<file path="config.mk">
export PLATFORM = sky130hd
export DESIGN_NAME = marching_tetrahedra_voxel
export DESIGN_NICKNAME = d
export VERILOG_FILES = /design/src/sv/mtv_pkg.sv /design/src/sv/mtv_lerp_unit.sv /design/src/sv/mtv_search.sv /design/src/sv/marching_tetrahedra_voxel.sv
export SDC_FILE = /design/constraint.sdc
export NUM_CORES = 2
export LEC_CHECK = 0
export ABC_AREA = 1
export BUFFER_PORTS_ARGS = -buffer_cell sky130_fd_sc_hd__buf_4
export CORE_MARGIN = 8
export CORE_UTILIZATION = 30
export DETAILED_ROUTE_END_ITERATION = 10
export PLACE_DENSITY_LB_ADDON = 0.05
export SYNTH_ARGS = -nofsm -noshare
export SYNTH_HDL_FRONTEND = slang
export SYNTH_SLANG_ARGS = --single-unit
</file>
<file path="constraint.sdc">
create_clock -name clk_i -period 11.8 [get_ports clk_i]
set_clock_uncertainty 0.05 [all_clocks]
set_input_delay 0.59 -clock clk_i [delete_from_list [all_inputs] [get_ports clk_i]]
set_output_delay 0.59 -clock clk_i [all_outputs]
set_load 0.1 [all_outputs]
</file>
<file path="src/sv/mtv_pkg.sv">
package mtv_pkg;

  localparam int unsigned SampleW       = 16;
  localparam int unsigned CoordFracBits = 17;
  localparam int unsigned CoordW        = CoordFracBits + 1;
  localparam int unsigned TolW          = 15;

  typedef struct packed {
    logic signed [SampleW-1:0] corner_7;
    logic signed [SampleW-1:0] corner_6;
    logic signed [SampleW-1:0] corner_5;
    logic signed [SampleW-1:0] corner_4;
    logic signed [SampleW-1:0] corner_3;
    logic signed [SampleW-1:0] corner_2;
    logic signed [SampleW-1:0] corner_1;
    logic signed [SampleW-1:0] corner_0;
  } voxel_t;

  typedef struct packed {
    logic [CoordW-1:0] vert_a_x;
    logic [CoordW-1:0] vert_a_y;
    logic [CoordW-1:0] vert_a_z;
    logic [CoordW-1:0] vert_b_x;
    logic [CoordW-1:0] vert_b_y;
    logic [CoordW-1:0] vert_b_z;
    logic [CoordW-1:0] vert_c_x;
    logic [CoordW-1:0] vert_c_y;
    logic [CoordW-1:0] vert_c_z;
    logic [2:0]        tetra_index;
    logic              last_triangle;
  } tri_t;

  // ring of tetrahedron corners around the 0-7 diagonal
  function automatic logic [2:0] ring_corner(input logic [2:0] i);
    logic [2:0] r;
    unique case (i)
      3'd0: r = 3'd6;
      3'd1: r = 3'd4;
      3'd2: r = 3'd5;
      3'd3: r = 3'd1;
      3'd4: r = 3'd3;
      3'd5: r = 3'd2;
      default: r = 3'd6;
    endcase
    return r;
  endfunction

  function automatic logic [1:0] tri_count(input logic [3:0] key);
    logic [1:0] n;
    unique case (key)
      4'd0, 4'd15: n = 2'd0;
      4'd3, 4'd5, 4'd6, 4'd9, 4'd10, 4'd12: n = 2'd2;
      default: n = 2'd1;
    endcase
    return n;
  endfunction

  // edge (filled pos, empty pos) packed as {f[1:0], e[1:0]} per vertex,
  // three vertices per triangle, vertex 0 in the low nibble
  function automatic logic [11:0] edge_row(input logic [3:0] key, input logic tri_i);
    logic [11:0] r;
    unique case ({key, tri_i})
      5'b0001_0: r = {4'b0011, 4'b0001, 4'b0010};
      5'b0010_0: r = {4'b0111, 4'b0110, 4'b0100};
      5'b0011_0: r = {4'b0011, 4'b0111, 4'b0110};
      5'b0011_1: r = {4'b0110, 4'b0010, 4'b0011};
      5'b0100_0: r = {4'b1001, 4'b1011, 4'b1000};
      5'b0101_0: r = {4'b1001, 4'b1011, 4'b0011};
      5'b0101_1: r = {4'b0011, 4'b0001, 4'b1001};
      5'b0110_0: r = {4'b1011, 4'b1000, 4'b0100};
      5'b0110_1: r = {4'b0100, 4'b0111, 4'b1011};
      5'b0111_0: r = {4'b0011, 4'b0111, 4'b1011};
      5'b1000_0: r = {4'b1110, 4'b1101, 4'b1100};
      5'b1001_0: r = {4'b0001, 4'b0010, 4'b1110};
      5'b1001_1: r = {4'b1110, 4'b1101, 4'b0001};
      5'b1010_0: r = {4'b1100, 4'b1110, 4'b0110};
      5'b1010_1: r = {4'b0110, 4'b0100, 4'b1100};
      5'b1011_0: r = {4'b0010, 4'b1110, 4'b0110};
      5'b1100_0: r = {4'b1001, 4'b1101, 4'b1100};
      5'b1100_1: r = {4'b1100, 4'b1000, 4'b1001};
      5'b1101_0: r = {4'b0001, 4'b1001, 4'b1101};
      5'b1110_0: r = {4'b1000, 4'b0100, 4'b1100};
      default:   r = 12'd0;
    endcase
    return r;
  endfunction

endpackage

</file>
<file path="src/sv/mtv_lerp_unit.sv">
// One linear blend: registered multiply stage, then rounded sum and floor-shift.
module mtv_lerp_unit #(
  parameter int unsigned FracBits = 17,
  parameter int unsigned SampleW  = 16
) (
  input  logic                       clk_i,
  input  logic signed [SampleW+1:0]  a_i,
  input  logic signed [SampleW+1:0]  b_i,
  input  logic        [FracBits:0]   t_i,
  output logic signed [SampleW+1:0]  r_o
);
  localparam int unsigned ProdW = SampleW + FracBits + 4;

  logic signed [ProdW-1:0] pa_q, pb_q;
  logic signed [ProdW-1:0] sum;
  logic        [FracBits+1:0] one_minus_t;

  assign one_minus_t = (FracBits+2)'(1 << FracBits) - {1'b0, t_i};

  always_ff @(posedge clk_i) begin
    pa_q <= ProdW'(a_i) * $signed({1'b0, one_minus_t});
    pb_q <= ProdW'(b_i) * $signed({2'b0, t_i});
  end

  // arithmetic shift floors, as the blend requires
  assign sum = pa_q + pb_q + ProdW'(1 << (FracBits - 1));
  assign r_o = (SampleW+2)'(sum >>> FracBits);
endmodule

</file>
<file path="src/sv/mtv_search.sv">
// Binary search of the trilinear interpolant along one edge.
// Seven blends per probe on the shared lerp unit.
module mtv_search #(
  parameter int unsigned SearchSteps = 16,
  parameter int unsigned FracBits    = 17,
  parameter int unsigned SampleW     = 16
) (
  input  logic                           clk_i,
  input  logic                           rst_ni,
  input  logic                           go_i,
  input  logic [2:0]                     v0_i,
  input  logic [2:0]                     v1_i,
  input  logic [7:0][SampleW-1:0]        d_i,
  input  logic [mtv_pkg::TolW-1:0]       tol_i,
  output logic                           done_o,
  output logic [2:0][FracBits:0]         xyz_o
);
  localparam int unsigned VW = SampleW + 2;
  localparam int unsigned SW = $clog2(SearchSteps + 1);
  localparam logic [FracBits:0] One = (FracBits+1)'(1) << FracBits;

  typedef enum logic [1:0] {S_IDLE, S_MUL, S_ADD} state_e;

  state_e               state_q;
  logic [2:0]           op_q;
  logic [SW-1:0]        iter_q;
  logic [FracBits:0]    p_q, step_q;
  logic [2:0]           v0_q, v1_q;
  logic signed [VW-1:0] c_q [6];

  logic signed [VW-1:0] la, lb, lr, tolx;
  logic [FracBits:0]    lt;
  logic [2:0][FracBits:0] pos;

  function automatic logic [FracBits:0] axis(input logic a, input logic b,
                                             input logic [FracBits:0] p);
    logic [FracBits:0] r;
    if (a == b) r = a ? One : '0;
    else        r = a ? One - p : p;
    return r;
  endfunction

  function automatic logic signed [VW-1:0] dx(input logic [SampleW-1:0] v);
    return VW'($signed(v));
  endfunction

  always_comb begin
    for (int k = 0; k < 3; k++) begin
      pos[k] = axis(v0_q[2-k], v1_q[2-k], p_q);
    end
  end

  // op 0..3: x blends, 4..5: y blends, 6: z blend
  always_comb begin
    la = '0; lb = '0; lt = pos[0];
    unique case (op_q)
      3'd0: begin la = dx(d_i[0]); lb = dx(d_i[4]); lt = pos[0]; end
      3'd1: begin la = dx(d_i[1]); lb = dx(d_i[5]); lt = pos[0]; end
      3'd2: begin la = dx(d_i[2]); lb = dx(d_i[6]); lt = pos[0]; end
      3'd3: begin la = dx(d_i[3]); lb = dx(d_i[7]); lt = pos[0]; end
      3'd4: begin la = c_q[0]; lb = c_q[2]; lt = pos[1]; end
      3'd5: begin la = c_q[1]; lb = c_q[3]; lt = pos[1]; end
      default: begin la = c_q[4]; lb = c_q[5]; lt = pos[2]; end
    endcase
  end

  mtv_lerp_unit #(.FracBits(FracBits), .SampleW(SampleW)) u_lerp (
    .clk_i(clk_i), .a_i(la), .b_i(lb), .t_i(lt), .r_o(lr)
  );

  assign tolx  = VW'($signed({1'b0, tol_i}));
  assign xyz_o = pos;

  always_ff @(posedge clk_i or negedge rst_ni) begin
    if (!rst_ni) begin
      state_q <= S_IDLE;
      done_o  <= 1'b0;
      op_q    <= '0;
      iter_q  <= '0;
    end else begin
      done_o <= 1'b0;
      unique case (state_q)
        S_IDLE: begin
          if (go_i) begin
            v0_q    <= v0_i;
            v1_q    <= v1_i;
            p_q     <= One >> 1;
            step_q  <= One >> 2;
            op_q    <= '0;
            iter_q  <= '0;
            state_q <= S_MUL;
          end
        end
        S_MUL: state_q <= S_ADD;
        S_ADD: begin
          if (op_q < 3'd4) c_q[op_q] <= lr;
          else if (op_q < 3'd6) c_q[op_q - 3'd2 + 3'd2] <= lr;
          if (op_q != 3'd6) begin
            op_q    <= op_q + 3'd1;
            state_q <= S_MUL;
          end else begin
            op_q <= '0;
            if (lr < -tolx) p_q <= p_q + step_q;
            else if (lr > tolx) p_q <= p_q - step_q;
            step_q <= step_q >> 1;
            if (lr >= -tolx && lr <= tolx || iter_q == SW'(SearchSteps - 1)) begin
              state_q <= S_IDLE;
              done_o  <= 1'b1;
            end else begin
              iter_q  <= iter_q + SW'(1);
              state_q <= S_MUL;
            end
          end
        end
        default: state_q <= S_IDLE;
      endcase
    end
  end
endmodule

</file>
<file path="src/sv/marching_tetrahedra_voxel.sv">
// Channel   | Dir | Handshake                 | Payload
// voxel     | in  | start, accepted !busy     | voxel_i  (mtv_pkg::voxel_t)
// triangle  | out | valid_o one-cycle strobe  | result_o (mtv_pkg::tri_t)
// config    | in  | cfg_we_i                  | cfg_wdata_i (zero_tolerance)
//
// One voxel at a time; busy drops in the cycle that shows the last triangle word.
// Each probe is 7 blends on the one lerp unit; a vertex takes up to SEARCH_STEPS
// probes, a triangle 3 vertices, and a full voxel holds up to 12 triangles; a
// voxel with no crossing runs only the 6 tetra scans.
// Reset is asynchronous, active low; tolerance resets to 1.
// The receiver cannot stall: each triangle is shown for one cycle only.
module marching_tetrahedra_voxel #(
  parameter int unsigned SEARCH_STEPS = 16
) (
  input  logic                        clk_i,
  input  logic                        rst_ni,
  input  logic                        start,
  output logic                        busy,
  input  mtv_pkg::voxel_t             voxel_i,
  output logic                        valid_o,
  output mtv_pkg::tri_t               result_o,
  input  logic                        cfg_we_i,
  input  logic [mtv_pkg::TolW-1:0]    cfg_wdata_i
);
  localparam int unsigned SAMPLE_WIDTH        = mtv_pkg::SampleW;
  localparam int unsigned COORD_FRACTION_BITS = mtv_pkg::CoordFracBits;
  localparam int unsigned FB = COORD_FRACTION_BITS;

  typedef enum logic [2:0] {S_IDLE, S_TET, S_TRI, S_VERT, S_WAIT, S_EMIT} state_e;

  state_e                   state_q;
  logic [mtv_pkg::TolW-1:0] tol_q;
  logic [7:0][SAMPLE_WIDTH-1:0] d_q;
  logic [2:0]               tet_q;    // tetrahedron 0..5
  logic                     tri_q;    // triangle within tetra
  logic [1:0]               vert_q;   // vertex within triangle
  logic [3:0]               key_q;
  logic                     any_q;    // a triangle is held for output
  logic                     go;
  logic                     done;
  logic [2:0][FB:0]         xyz;
  logic [2:0]               ca, cb;
  logic [11:0]              row;
  logic [1:0]               fpos, epos;
  logic [3:0]               key_d;
  logic [3:0][2:0]          corner;
  mtv_pkg::tri_t            hold_q;
  logic [8:0][FB:0]         coords_q;

  // corners of current tetrahedron: 0, 7, ring[t], ring[t+1]
  assign corner[0] = 3'd0;
  assign corner[1] = 3'd7;
  assign corner[2] = mtv_pkg::ring_corner(tet_q);
  assign corner[3] = mtv_pkg::ring_corner(tet_q + 3'd1);

  always_comb begin
    for (int v = 0; v < 4; v++) key_d[v] = d_q[corner[v]][SAMPLE_WIDTH-1];
  end

  assign row  = mtv_pkg::edge_row(key_q, tri_q);
  assign fpos = row[vert_q*4+2 +: 2];
  assign epos = row[vert_q*4 +: 2];
  assign ca   = corner[fpos];
  assign cb   = corner[epos];
  assign go   = (state_q == S_VERT);

  mtv_search #(.SearchSteps(SEARCH_STEPS), .FracBits(FB), .SampleW(SAMPLE_WIDTH)) u_search (
    .clk_i(clk_i), .rst_ni(rst_ni), .go_i(go), .v0_i(ca), .v1_i(cb),
    .d_i(d_q), .tol_i(tol_q), .done_o(done), .xyz_o(xyz)
  );

  assign busy = (state_q != S_IDLE);

  always_ff @(posedge clk_i or negedge rst_ni) begin
    if (!rst_ni) begin
      state_q <= S_IDLE;
      tol_q   <= mtv_pkg::TolW'(1);
      valid_o <= 1'b0;
      any_q   <= 1'b0;
      tet_q   <= '0;
      tri_q   <= 1'b0;
      vert_q  <= '0;
    end else begin
      valid_o <= 1'b0;
      if (cfg_we_i) tol_q <= cfg_wdata_i;
      unique case (state_q)
        S_IDLE: begin
          if (start) begin
            d_q     <= voxel_i;
            tet_q   <= '0;
            any_q   <= 1'b0;
            state_q <= S_TET;
          end
        end
        S_TET: begin
          key_q   <= key_d;
          tri_q   <= 1'b0;
          vert_q  <= '0;
          if (mtv_pkg::tri_count(key_d) != 2'd0) state_q <= S_VERT;
          else if (tet_q == 3'd5) state_q <= S_EMIT;
          else tet_q <= tet_q + 3'd1;
        end
        S_VERT: state_q <= S_WAIT;
        S_WAIT: begin
          if (done) begin
            coords_q[vert_q*3 + 0] <= xyz[0];
            coords_q[vert_q*3 + 1] <= xyz[1];
            coords_q[vert_q*3 + 2] <= xyz[2];
            if (vert_q != 2'd2) begin
              vert_q  <= vert_q + 2'd1;
              state_q <= S_VERT;
            end else begin
              state_q <= S_TRI;
            end
          end
        end
        S_TRI: begin
          // new triangle ready: push the previous one out, it is not last
          if (any_q) begin
            result_o <= hold_q;
            valid_o  <= 1'b1;
          end
          any_q <= 1'b1;
          hold_q <= '{vert_a_x: mtv_pkg::CoordW'(coords_q[0]),
                      vert_a_y: mtv_pkg::CoordW'(coords_q[1]),
                      vert_a_z: mtv_pkg::CoordW'(coords_q[2]),
                      vert_b_x: mtv_pkg::CoordW'(coords_q[3]),
                      vert_b_y: mtv_pkg::CoordW'(coords_q[4]),
                      vert_b_z: mtv_pkg::CoordW'(coords_q[5]),
                      vert_c_x: mtv_pkg::CoordW'(coords_q[6]),
                      vert_c_y: mtv_pkg::CoordW'(coords_q[7]),
                      vert_c_z: mtv_pkg::CoordW'(coords_q[8]),
                      tetra_index: tet_q, last_triangle: 1'b0};
          vert_q <= '0;
          if (!tri_q && mtv_pkg::tri_count(key_q) == 2'd2) begin
            tri_q   <= 1'b1;
            state_q <= S_VERT;
          end else if (tet_q == 3'd5) begin
            state_q <= S_EMIT;
          end else begin
            tet_q   <= tet_q + 3'd1;
            state_q <= S_TET;
          end
        end
        S_EMIT: begin
          // held triangle goes out flagged as the last one
          if (any_q) begin
            result_o <= {hold_q[$bits(mtv_pkg::tri_t)-1:1], 1'b1};
            valid_o  <= 1'b1;
          end
          any_q   <= 1'b0;
          state_q <= S_IDLE;
        end
        default: state_q <= S_IDLE;
      endcase
    end
  end
endmodule

</file>
# Word-level counts from Yosys, hierarchy flattened
# Memory sizes are Yosys's and may differ from the RTL's. A register that Yosys moved wholly into a read port is not among the register bits.
# Cells that the tools add are included.
dict set report totals {
  register_bits 774
  ramBits 108
  mem_bits_ro 448
  inputBits 147
  out_inout_bits 168
  elab_cells 270
  memories 4
}
# name depth word_bits rd rd_clocked_by_memory_dff write_ports line_no
set memory_table {}
lappend memory_table {{(name not given)} 32 12 1 0 0 mtv_pkg.sv:62} ;# unique case ({key, tri_i})
lappend memory_table {u_search.c_q 6 18 6 0 1 mtv_search.sv:29} ;# logic signed [VW-1:0] c_q [6];
lappend memory_table {{(name not given)} 16 2 1 0 0 mtv_pkg.sv:50} ;# unique case (key)
lappend memory_table {{(name not given)} 16 2 1 1 0 mtv_pkg.sv:50}
dict set report classes {
  n_addsub 16
  n_mul 3
  magnitude_cmp 16
  n_eq_ne 42
  shifts 2
  n_mux 91
  n_reduce_logical 40
}
# cell count
set ops {}
lappend ops {{162-bit bitwise mux} 3}
lappend ops {{18-bit two-way mux} 19}
lappend ops {{166-bit two-way mux} 2}
lappend ops {{166-bit case mux with 2 select lines} 1}
lappend ops {{18-bit demux with 4-bit select} 3}
lappend ops {{18-bit case mux with 6 select lines} 2}
lappend ops {{18-bit case mux with 2 select lines} 3}
lappend ops {{16-bit binary-select mux with 3-bit select} 2}
lappend ops {{3-bit two-way mux} 15}
lappend ops {{3-bit case mux with 5 select lines} 3}
lappend ops {{35-bit by 18-bit adder with 35-bit output (second input constant)} 1}
lappend ops {{35-bit adder} 1}
lappend ops {{18-bit by 19-bit multiplier with 35-bit output} 1}
lappend ops {{18-bit by 20-bit multiplier with 35-bit output} 1}
lappend ops {{16-bit two-way mux} 2}
lappend ops {{3-bit by 2-bit equality test with 1-bit output (second input constant)} 8}
lappend ops {{3-bit equality test (second input constant)} 8}
lappend ops {{2-bit != test (second input constant)} 11}
lappend ops {{18-bit by 18-bit subtractor with 19-bit output (first input constant)} 1}
lappend ops {{18-bit adder} 1}
lappend ops {{18-bit greater-or-equal comparator} 1}
lappend ops {{18-bit by 16-bit > comparator with 1-bit output} 1}
lappend ops {{18-bit by 16-bit <= comparator with 1-bit output} 1}
lappend ops {{18-bit less-than comparator} 1}
lappend ops {{54 further kinds} 118}

# Depth between registers and ports, before layout
# An unclocked memory read counts as a cell.
dict set report logic_depth {
  ltp_word 10
  depth_mapped 42
  mapped_depth_nobuf 42
}

# Modules after synthesis
# A second synthesis with hierarchy kept.
dict set report unflattened {
  cells_unflattened 6332
  hier_area_um2 61423.9
}
# module n_inst cells_each area_per_inst_um2 seq_area_each_um2
set by_module_without_submodules {}
lappend by_module_without_submodules {mtv_lerp_unit 1 3428 26410.3 1401.3}
lappend by_module_without_submodules {marching_tetrahedra_voxel 1 1677 24722.5 19459.9}
lappend by_module_without_submodules {mtv_search 1 1227 10291.1 4719.5}

# Worst setup path before layout
# No wires, ideal clock.
dict set report synth_path {
  kind {register to register}
  from {register state_q[2]}
  to {register result_o[0] (netlist name), enable pin}
  setup_time_ns 0.895
  t_arrival_ns 11.926
  required_ns 10.855
  setup_slack_ns -1.071
  stages_incl_launch_ff 4
  path_buffers 0
  synth_period_minus_slack_ns 12.871
  path_cell_list {dfrtp_1 > nor2_1 > a21oi_1 > nor3_1}
}
dict set report synth_between {
  elab_chain_len 3
  elab_cells_between_ends 6
  cone_classes {4 x eq/ne; 2 x reduce/logical}
}
# element line_no
set synth_rtl {}
lappend synth_rtl {{start, declared} marching_tetrahedra_voxel.sv:31} ;# state_e state_q;
lappend synth_rtl {{start signal, assigned} marching_tetrahedra_voxel.sv:76} ;# state_q <= S_IDLE;
lappend synth_rtl {{start signal, assigned} marching_tetrahedra_voxel.sv:92} ;# state_q <= S_TET;
lappend synth_rtl {{start signal, assigned} marching_tetrahedra_voxel.sv:99} ;# if (mtv_pkg::tri_count(key_d) != 2'd0) state_q <= S_VERT;
lappend synth_rtl {{3-bit by 2-bit equality test with 1-bit output / 3-bit equality test (equally long branches)} marching_tetrahedra_voxel.sv:86} ;# unique case (state_q)
lappend synth_rtl {{2-bit != test (no source line) / 2-bit nonzero test (equally long branches)} n/a}
lappend synth_rtl {{4-bit AND reduction (no source line) *} n/a}
lappend synth_rtl {{end signal, assigned} marching_tetrahedra_voxel.sv:120} ;# result_o <= hold_q;
lappend synth_rtl {{end signal, assigned} marching_tetrahedra_voxel.sv:148} ;# result_o <= {hold_q[$bits(mtv_pkg::tri_t)-1:1], 1'b1};
lappend synth_rtl {{end, declared} marching_tetrahedra_voxel.sv:21} ;# output mtv_pkg::tri_t result_o,
# Every way passes the cells marked *; elsewhere a longest branch is shown, timed or not.
# A chain may end at the register's enable or synchronous reset.

# Worst setup path in the final report
dict set report layout_path {
  from {register u_search.op_q[2]}
  to {register u_search.u_lerp.pb_q[26]}
}
dict set report layout_between {
  elab_chain_len 4
  elab_cells_between_ends 11
  cone_classes {1 x mul; 5 x eq/ne; 2 x mux; 3 x reduce/logical}
}
# element line_no
set layout_rtl {}
lappend layout_rtl {{start, declared} mtv_search.sv:25} ;# logic [2:0] op_q;
lappend layout_rtl {{start signal, assigned} mtv_search.sv:99} ;# op_q <= op_q + 3'd1;
lappend layout_rtl {{3-bit by 1-bit equality test with 1-bit output, or another cell as far along} mtv_search.sv:56} ;# unique case (op_q)
lappend layout_rtl {{4-bit OR reduction (no source line) / 2-bit OR reduction (equally long branches)} n/a}
lappend layout_rtl {{18-bit case mux with 2 select lines} mtv_search.sv:56}
lappend layout_rtl {{18-bit by 19-bit multiplier with 35-bit output *} mtv_lerp_unit.sv:22} ;# pb_q <= ProdW'(b_i) * $signed({2'b0, t_i});
lappend layout_rtl {{end signal, assigned} mtv_lerp_unit.sv:22}
lappend layout_rtl {{end, declared} mtv_lerp_unit.sv:14} ;# logic signed [ProdW-1:0] pa_q, pb_q;
# Marks and branches as above.

==> flow_metrics.env <==
export IMPL_status="finished clean"
export IMPL_grt_overflow_total=0
export IMPL_antenna_found_initial=8
export IMPL_synth_fp_nets=6884
export IMPL_avgRoutedWirePerCell_um=22.7
export IMPL_cts_sinks=882
export IMPL_grt_max_degree=72
export IMPL_layout_common_cells="nand2_1, inv_1, edfxtp_1, fa_1, nor2_1"
export IMPL_worstPathMaxFanout=23
export IMPL_synth_edff_count=773
export IMPL_syn2layout_area_growth_pct=17.6
export IMPL_synthMuxAreaShare_pct=0
export IMPL_syn_area_sq_um=59200
export IMPL_r2r_cells=31
export IMPL_slew_limit_headroom_pct=17.6
export IMPL_required_ps=12310
export IMPL_critPathMaxStageDelay_ps=680
export IMPL_start_kind="flop"
export IMPL_dr_pass1_iters=5
export IMPL_viasPerCell=4.76
export IMPL_final_common_cell="nand2_1"
export IMPL_wl_um=205000
export IMPL_clk_pin_slew_ps=60
export IMPL_slew_violations=0
export IMPL_grt_pass1_vias=45700
export IMPL_critPathCaptureType="flop"
export IMPL_numCtsBuffers=101
export IMPL_synth_fa_ha_area_share_pct=26.0
export IMPL_regToRegStartpoint="u_search.op_q[2]"
export IMPL_core_area_sq_um=197000
export IMPL_cp_common_cell="fa_1"
export IMPL_setup_viol=0
export IMPL_reg2reg_slack_ps=2000
export IMPL_num_nets_final=7346
export IMPL_async_reset_ff_share_pct=4.20
export IMPL_cts_root_buf="clkbuf_16"
export IMPL_grt_pass1_wl_um=304000
export IMPL_syn_instance_count=5825
export IMPL_finalSetupTns_ps=0
export IMPL_finalHoldViolCount=0
export IMPL_portBuffers=314
export IMPL_hp_class="in2reg"
export IMPL_finalWeightedCongestion=0.827
export IMPL_initial_core_util_pct=30.1
export IMPL_max_cap_viol_count=0
export IMPL_clock_latency_ps=740
export IMPL_cts_tree="yes"
export IMPL_tightest_slew_ps=1230
export IMPL_synth_top_cells_by_area="edfxtp_1, fa_1, ha_1, nand2_1, inv_1"
export IMPL_slowest_stage="inv_1"
export IMPL_fp_row_count=163
export IMPL_drcViolationCount=0
export IMPL_synth_seq_cells=882
export IMPL_pin_count=315
export IMPL_place_hpwl_um=158000
export IMPL_max_freq_ghz=0.102
export IMPL_synth_area_per_cell_sq_um=10.2
export IMPL_crit_path_start="u_search.op_q[2]"
export IMPL_synth_compound_area_share_pct=8.18
export IMPL_clockBufferDepth=3
export IMPL_synthSimpleGateAreaFrac_pct=13.4
export IMPL_htree_levels=3
export IMPL_yosysTopAreaCell="edfxtp_1"
export IMPL_fillerInstances=20000
export IMPL_ys_seq_area_share_pct=43.2
export IMPL_die_y_um=460
export IMPL_timing_rr_end="u_search.u_lerp.pb_q[26]"
export IMPL_chipWidth_um=460
export IMPL_fin_crit_ps=9800
export IMPL_ys_warn_count=0
export IMPL_synth_top_area_share_pct=39.2
export IMPL_grt_usage_pct=19.0
export IMPL_critPathKind="reg2reg"
export IMPL_layout_drive_gt1_share_pct=10.3
export IMPL_period_share_pct=83.1
export IMPL_cp_arrival_ps=10310
export IMPL_rsz0062_at_grt="no"
export IMPL_crit_path_end="u_search.u_lerp.pb_q[26]"
export IMPL_synth_xor_area_share_pct=1.78
export IMPL_synth_top_family_by_area="adder cells"
export IMPL_synthFlopType="edfxtp_1"
export IMPL_ant_nets=0
export IMPL_drt_iter0_markers=2689
export IMPL_dieArea_sq_um=212000
export IMPL_num_vias=42900
export IMPL_yosys_cell_types_count=56
==> state kept, by name, summed over array words and instances, names as in the netlist, 2 cells and up, named ones only <==
register              cells
u_search.v0_q             3
u_search.v1_q             3
coords_q                162
u_search.step_q          16
key_q                     4
state_q                   3
d_q                     128
tol_q                    15
vert_q                    2
u_search.op_q             3
u_search.u_lerp.pb_q     35
u_search.state_q          2
result_o                166
u_search.iter_q           5
hold_q                  165
u_search.u_lerp.pa_q     35
tet_q                     3
u_search.c_q            108
u_search.p_q             18
==> worst min-delay path by stage <==
stage | start | endpoint | slack, ps | depth (start not counted)
after detailed placement | coords_q[61] | hold_q[101] | 350 | 0
final | cfg_wdata_i[0] | tol_q[0] | 70 | 3
after global routing | cfg_wdata_i[0] | tol_q[0] | 30 | 3
after global placement | coords_q[149] | hold_q[9] | 350 | 0
after floorplan | rst_ni | any_q | 240 | 0
after CTS | cfg_wdata_i[0] | tol_q[0] | 1 | 3
==> stage by stage <==
step | cell area (sq um) | hold slack [ps] | std cells | util [%] | setup slack (ps)
finish | 69600 | 70.7 | 9016 | 35.4 | 2000
global route | 69600 | 32.1 | 9015 | 35.4 | 1520
CTS | 69600 | 0.971 | 9013 | 35.4 | 1930
detailed placement | 64900 | 355 | 8686 | 33.0 | 1970
global placement | 64900 | 352 | 8686 | 33.0 | 2090
floorplan | 59200 | 244 | 5825 | - | 1170
==> repair_timing <==
item                                    4_1_cts  5_1_grt
hold buffers                                138        0
endpoints found under the setup margin        0        0
gates resized for setup                       0        0
setup buffers                                 0        0
endpoints found under the hold margin       144        0
==> worst max-delay path: cells and delay by family, from the launching register on <==
family | cells | cell delay (ps)
adder cells (fa/ha/maj) | 7 | 3350
flip-flops | 1 | 470
AND/OR/NAND/NOR | 8 | 1960
AO/OA/AOI/OAI | 8 | 1860
buffers and inverters | 7 | 1710
XOR/XNOR | 1 | 170
==> synthesized netlist by cell type, drive strengths merged (33+ instances only) <==
cell    count
a221oi     52
o21ai     285
nand3     214
inv       955
buf        56
xor2       83
a21oi     207
nand2    1130
dfrtp      36
edfxtp    773
nor2      496
nor3       33
clkbuf    128
fa        529
dfxtp      72
ha        383
xnor2      35
o22ai     148
==> routing by layer <==
layer	global-route usage [%]	routed length (um)	vias up
met1	25.2	91700	21400
met3	2.19	8220	262
met5	0	0	-
li1	-	-	20100
met2	32.8	98700	1131
met4	5.65	6430	0
==> layout make-up <==
class                           count  area, sq um  share of cell area [%]
Multi-Input combinational cell   3781        29300                    42.1
Tap cell                         2640         3300                    4.74
Sequential cell                   882        25600                    36.7
Antenna cell                        3         7.51                  0.0108
Clock buffer                      129         2670                    3.84
Inverter                          978         3670                    5.27
Clock inverter                     60          648                   0.931
Timing Repair Buffer              543         4420                    6.35
==> cell families (layout without fill, tap and decap cells) <==
| kind of cell | Yosys count | count (layout) |
|---|---|---|
| AOI/OAI and AO/OA | 821 | 821 |
| xor gates and xnor gates | 118 | 118 |
| other | 0 | 3 |
| buffers and inverters | 1162 | 1710 |
| DFF | 882 | 882 |
| and+or+nand+nor | 1930 | 1930 |
| adders and majority gates | 912 | 912 |
Power is not shown: default switching activity piles up to over one toggle a cycle in this logic, so the estimate is an artifact.
